===== src/rtl/erbp_pkg.sv =====
// shared types and constants of the ellipse ray boundary point block
package erbp_pkg;

   localparam int TRIG_WIDTH      = 16;
   localparam int AXIS_WIDTH      = 24;
   localparam int CSR_INDEX_WIDTH = 3;

   // register indexes of the configuration port
   localparam logic [CSR_INDEX_WIDTH-1:0] REG_COS_THETA   = 3'd0;
   localparam logic [CSR_INDEX_WIDTH-1:0] REG_SIN_THETA   = 3'd1;
   localparam logic [CSR_INDEX_WIDTH-1:0] REG_SEMI_AXIS_X = 3'd2;
   localparam logic [CSR_INDEX_WIDTH-1:0] REG_SEMI_AXIS_Y = 3'd3;
   localparam logic [CSR_INDEX_WIDTH-1:0] REG_CENTER_X    = 3'd4;
   localparam logic [CSR_INDEX_WIDTH-1:0] REG_CENTER_Y    = 3'd5;

   localparam logic [TRIG_WIDTH-1:0] COS_RESET  = 16'd16384;
   localparam logic [TRIG_WIDTH-1:0] SIN_RESET  = 16'd0;
   localparam logic [AXIS_WIDTH-1:0] AXIS_RESET = 24'd256;

   // the larger normalized magnitude lies in [2^30, 2^31)
   localparam int NORM_WIDTH  = 31;
   localparam int SQ_WIDTH    = 2 * NORM_WIDTH;
   localparam int RAD_WIDTH   = 64;
   localparam int ROOT_WIDTH  = 32;
   localparam int QUOT_WIDTH  = 31;
   localparam int NUM_WIDTH   = 62;
   localparam int FRAC_SHIFT  = 30;
   localparam int ROT_SHIFT   = 14;

   typedef struct packed {
      logic invalid;
      logic neg_x;
      logic neg_y;
   } side_type;

endpackage


===== src/rtl/erbp_div.sv =====
// pipelined restoring divider, one quotient bit per stage
module erbp_div (
   input  logic                               clock,
   input  logic                               enable,
   input  logic [erbp_pkg::NUM_WIDTH-1:0]     numerator,
   input  logic [erbp_pkg::ROOT_WIDTH-1:0]    denominator,
   output logic [erbp_pkg::QUOT_WIDTH-1:0]    quotient
);
   import erbp_pkg::*;

   // quotient is known to stay below 2^QUOT_WIDTH
   logic [ROOT_WIDTH-1:0] rem_ff [QUOT_WIDTH];
   logic [QUOT_WIDTH-1:0] quo_ff [QUOT_WIDTH];
   logic [NUM_WIDTH-1:0]  num_ff [QUOT_WIDTH];
   logic [ROOT_WIDTH-1:0] den_ff [QUOT_WIDTH];

   for (genvar k = 0; k < QUOT_WIDTH; k++) begin : g_stage
      localparam int BIT = QUOT_WIDTH - 1 - k;
      logic [ROOT_WIDTH-1:0] prev_rem;
      logic [QUOT_WIDTH-1:0] prev_quo;
      logic [NUM_WIDTH-1:0]  prev_num;
      logic [ROOT_WIDTH-1:0] prev_den;
      logic [ROOT_WIDTH:0]   rem_shift;
      logic [ROOT_WIDTH-1:0] rem_in;
      logic [QUOT_WIDTH-1:0] quo_in;

      if (k == 0) begin : g_first
         assign prev_rem = ROOT_WIDTH'(numerator[NUM_WIDTH-1:QUOT_WIDTH]);
         assign prev_quo = '0;
         assign prev_num = numerator;
         assign prev_den = denominator;
      end else begin : g_next
         assign prev_rem = rem_ff[k-1];
         assign prev_quo = quo_ff[k-1];
         assign prev_num = num_ff[k-1];
         assign prev_den = den_ff[k-1];
      end

      always_comb begin
         rem_shift = {prev_rem, prev_num[BIT]};
         quo_in    = prev_quo;
         if (rem_shift >= {1'b0, prev_den}) begin
            rem_in      = ROOT_WIDTH'(rem_shift - {1'b0, prev_den});
            quo_in[BIT] = 1'b1;
         end else begin
            rem_in = ROOT_WIDTH'(rem_shift);
         end
      end

      always_ff @(posedge clock) begin
         if (enable) begin
            rem_ff[k] <= rem_in;
            quo_ff[k] <= quo_in;
            num_ff[k] <= prev_num;
            den_ff[k] <= prev_den;
         end
      end
   end

   assign quotient = quo_ff[QUOT_WIDTH-1];

endmodule


===== config.mk =====
export PLATFORM = sky130hd
export DESIGN_NAME = erbp_div
export DESIGN_NICKNAME = d
export VERILOG_FILES = /design/src/rtl/erbp_pkg.sv /design/src/rtl/erbp_div.sv
export SDC_FILE = /design/constraint.sdc
export NUM_CORES = 2
export LEC_CHECK = 0
export BUFFER_PORTS_ARGS = -buffer_cell sky130_fd_sc_hd__buf_2
export CAP_MARGIN = 10
export CORE_MARGIN = 2
export CORE_UTILIZATION = 50
export CTS_CLUSTER_DIAMETER = 100
export DETAILED_ROUTE_END_ITERATION = 10
export HOLD_SLACK_MARGIN = 0.05
export PLACE_DENSITY = 0.66
export SYNTH_ARGS = -nofsm -noshare
export SYNTH_HDL_FRONTEND = slang
export SYNTH_MEMORY_MAX_BITS = 65536
export SYNTH_SLANG_ARGS = --single-unit

===== constraint.sdc =====
create_clock -name clock -period 12 [get_ports clock]
set_input_delay 3 -clock clock [delete_from_list [all_inputs] [get_ports clock]]
set_output_delay 3 -clock clock [all_outputs]
set_load 0.02 [all_outputs]

==> impl_metrics.env <==
export IMPL_netlist_cell_type_count=93
export IMPL_worst_path_max_fanout=64
export IMPL_estimated_wirelength_of_the_detail_placed_design_um=243400
export IMPL_grt_ovfl_total=0
export IMPL_drt_first_pass_iters=6
export IMPL_synth_ff_latch_count=2881
export IMPL_synth_flop_cell="sky130_fd_sc_hd__edfxtp_1"
export IMPL_cts_hold_repair_buffers=0
export IMPL_worst_ir_drop_vdd_mv=0.1426
export IMPL_cts_buffers=316
export IMPL_clk_insertion_delay_late_ns=0.92
export IMPL_tritoncts_num_sinks=2881
export IMPL_power_switching_mw=16.39
export IMPL_placeableCoreArea_um2=294300
export IMPL_grt_pass1_vias=91680
export IMPL_synth_adder_area_share_pct=8.792
export IMPL_grt_setup_unrepaired="no"
export IMPL_yosys_warnings=0
export IMPL_drt_antenna_violating_nets=0
export IMPL_max_clock_freq_mhz=167.9
export IMPL_final_min_period_over_clock_period_pct=49.64
export IMPL_run_status="complete, no violations"
export IMPL_finalWorstPathRequiredPeriod_ns=5.956
export IMPL_wl_per_cell_um=20.06
export IMPL_dp_cells=15930
export IMPL_drive_gt1_share_pct=9.820
export IMPL_worstHoldPathType="register to register"
export IMPL_fp_row_count=199
export IMPL_drcViolationCount=0
export IMPL_synth_area_mux_share_pct=3.899
export IMPL_grt_usage_pct=21.58
export IMPL_fill_cells=24490
export IMPL_initial_antenna_violation_count=3
export IMPL_maxCapViolations=0
export IMPL_slew_headroom_pct=19.95
export IMPL_cts_reportedPaths_clkPinSlew_ns=0.06
export IMPL_postSynthAreaPerCell_um2=12.25
export IMPL_clock_tree_root_cell="sky130_fd_sc_hd__clkbuf_16"
export IMPL_drt_iter0_drc=7131
export IMPL_area_growth_syn_to_layout_pct=10.58
export IMPL_timing_setup_critical_path_class="input port to register"
export IMPL_share_clk_of_total_power_pct=21.7
export IMPL_routabilityCongestion=0.9129
export IMPL_power_switching_fraction_pct=36.45
export IMPL_report_final_slew_viol_count=0
export IMPL_num_io_pins=127
export IMPL_main_combinational_cell_family_by_area_after_synthesis="compound AO/OA/AOI/OAI gates"
export IMPL_power_sequential_fraction_pct=35.7
export IMPL_synth_cell_area_um2=148000
export IMPL_synth_xor_xnor_area_share_pct=4.793
export IMPL_synth_async_reset_ratio_pct=0
export IMPL_finish_net_count=13450
export IMPL_routed_vias=92370
export IMPL_leakagePower_nw=65.91
export IMPL_arrival_ns=6.59
export IMPL_htree_num_levels=5
export IMPL_ctsLongestPathBuffers=4
export IMPL_final_util_pct=55.61
export IMPL_cts_post_setup_buffers_inserted=0
export IMPL_worstPathRequired_ns=12.64
export IMPL_grt_max_degree=188
export IMPL_start_util_pct=50.29
export IMPL_postSynthCellCount=12090
export IMPL_dieWidth_um=548.1
export IMPL_clock_skew_ns=0.04045
export IMPL_grt_first_pass_wirelength_um=515200
export IMPL_die_h_um=548.1
export IMPL_portBuffers=126
export IMPL_fp_dieArea_um2=300400
export IMPL_number_of_flops_mapped_to_enable_cells_by_yosys=2881
export IMPL_syn_nets=13200
export IMPL_worstSetupStartpointType="input port"
export IMPL_power_internal_mw=28.57
export IMPL_critical_path_sink_type="register"
export IMPL_drt_vias_per_instance=5.596
export IMPL_final_cell_count_no_fill=16510
export IMPL_tightestPinTransition_ns=1.185
export IMPL_yosysSeqAreaShare_pct=58.45
export IMPL_power_per_cell_area_nw_per_um2=274.7
export IMPL_simple_gate_portion_of_the_synthesized_area_pct=7.504
export IMPL_drt_total_wl_um=331100
export IMPL_finalSetupTns_ns=0
export IMPL_synth_compound_area_share_pct=12.68
export IMPL_setup_viol_count_final=0
export IMPL_cts_tree="built"
export IMPL_share_comb_of_total_power_pct=42.6
export IMPL_timing_final_hold_violations=0
export IMPL_postCtsResizedCells=0
cells in the final DEF, fill, tap and decap left out, drive strengths merged, types with 130 or more instances in the layout:
cell / n
nor2: 518
ha: 992
nand3: 168
o21ai: 791
inv: 1259
mux2: 476
edfxtp: 2881
o21bai: 130
a21oi: 837
clkbuf: 378
nand2: 868
buf: 179
nand4: 166
a21o: 502
xnor2: 504
xor2: 306
nor2b: 145
sequential cells by signal, indices dropped and copies added, names as in the netlist:
name	count
num_ff	465
den_ff	960
quo_ff	496
rem_ff	960
power groups by stage:
stage	Clock, mW	Combinational [mW]	Sequential (mW)
after floorplan	0	14.6	15.4
after global placement	0	18.6	16.3
after detailed placement	0	18.9	16.3
after CTS	10.0	19.1	16.1
after global routing	10.4	21.2	16.3
final	9.74	19.2	16.1
worst max-delay path, stage by stage:
cell	delay [ns]
sky130_fd_sc_hd__buf_2	0.12
sky130_fd_sc_hd__inv_1	0.05
sky130_fd_sc_hd__ha_1	0.18
sky130_fd_sc_hd__fa_1	0.24
sky130_fd_sc_hd__nor2b_1	0.09
sky130_fd_sc_hd__o2111ai_1	0.26
sky130_fd_sc_hd__nand3_1	0.17
sky130_fd_sc_hd__a41oi_1	0.41
sky130_fd_sc_hd__o32a_1	0.27
sky130_fd_sc_hd__and2_1	0.23
sky130_fd_sc_hd__o41ai_1	0.14
sky130_fd_sc_hd__nand4_1	0.10
sky130_fd_sc_hd__a41o_2	0.90
sky130_fd_sc_hd__mux2_2	0.41
cells by family (layout without fill, tap and decap cells):
logic type               Yosys count  after routing
AO/OA/AOI/OAI                   2989           2989
flip-flops                      2881           2881
AND/OR/NAND/NOR                 2364           2364
buffers and inverters           1503           2003
adder cells (fa/ha/maj)         1022           1022
XOR/XNOR                         810            810
multiplexers                     517            517
other                              0              1
area by class of cell:
| type | instances | area [µm²] | area share [%] |
|---|---|---|---|
| Clock inverter | 195 | 2083 | 1.273 |
| Timing Repair Buffer | 179 | 1194 | 0.7293 |
| Multi-Input combinational cell | 7702 | 55960 | 34.19 |
| Tap cell | 3919 | 4903 | 2.996 |
| Clock buffer | 378 | 8310 | 5.078 |
| Sequential cell | 2881 | 86510 | 52.86 |
| Antenna cell | 1 | 2.502 | 0.001529 |
| Inverter | 1251 | 4696 | 2.869 |
path summary, 6_finish.rpt:
kind / from / endpoint / slack, ns / depth (start not counted)
max: numerator[30] / rem_ff[0][3]$_DFFE_PP_ / 6.04 / 14
min: num_ff[0][394]$_DFFE_PP_ / num_ff[0][456]$_DFFE_PP_ / 0.40 / 0
max reg2reg: rem_ff[1][33]$_DFFE_PP_ / rem_ff[1][70]$_DFFE_PP_ / 7.28 / 13
min reg2reg: num_ff[0][394]$_DFFE_PP_ / num_ff[0][456]$_DFFE_PP_ / 0.40 / 0
Yosys cell counts (all sizes together) (27+ instances only):
cell type  number  share of area, %
nor2          518               1.3
o21a          106              0.54
a31oi         111              0.48
or2            37              0.16
o21ai         791               2.7
nand4         166              0.70
and2           35              0.15
nand3         168              0.57
xor2          306               1.8
nor3          107              0.36
xnor2         504               3.0
o21bai        130              0.66
ha            992               8.4
clkbuf        194              0.49
buf            58              0.21
a21oi         837               2.8
nor4           27              0.12
edfxtp       2881                58
mux2          476               3.6
nor2b         145              0.61
fa             30              0.41
a21o          502               2.5
a21boi         49              0.25
and3           92              0.39
or3            29              0.12
inv          1251               3.2
a211oi         71              0.39
nand2b        108              0.46
o31a           34              0.20
o211ai         37              0.19
mux2i          41              0.28
nand2         868               2.2
o31ai          76              0.39
metal layers:
layer	part of all wire [%]	vias to the layer above	GRT usage (%)	routed length, µm
met1	43	44710	27.63	141000
met3	3.8	579	2.217	12480
met5	0.0030	-	0	10
li1	-	45000	-	-
met4	3.2	2	7.003	10490
met2	50	2077	38.33	167100
per-stage QoR:
stage	power, mW	setup WS, ns	cell area [µm²]	hold slack, ns
floorplan	30.02	6.164	148000	0.4003
global placement	34.86	5.085	153300	0.4003
detailed placement	35.22	5.089	153300	0.4045
CTS	45.23	6.048	163700	0.4029
global route	47.92	5.803	163700	0.4054
finish	44.96	6.044	163700	0.3984
(Power assumes the default switching activity.)
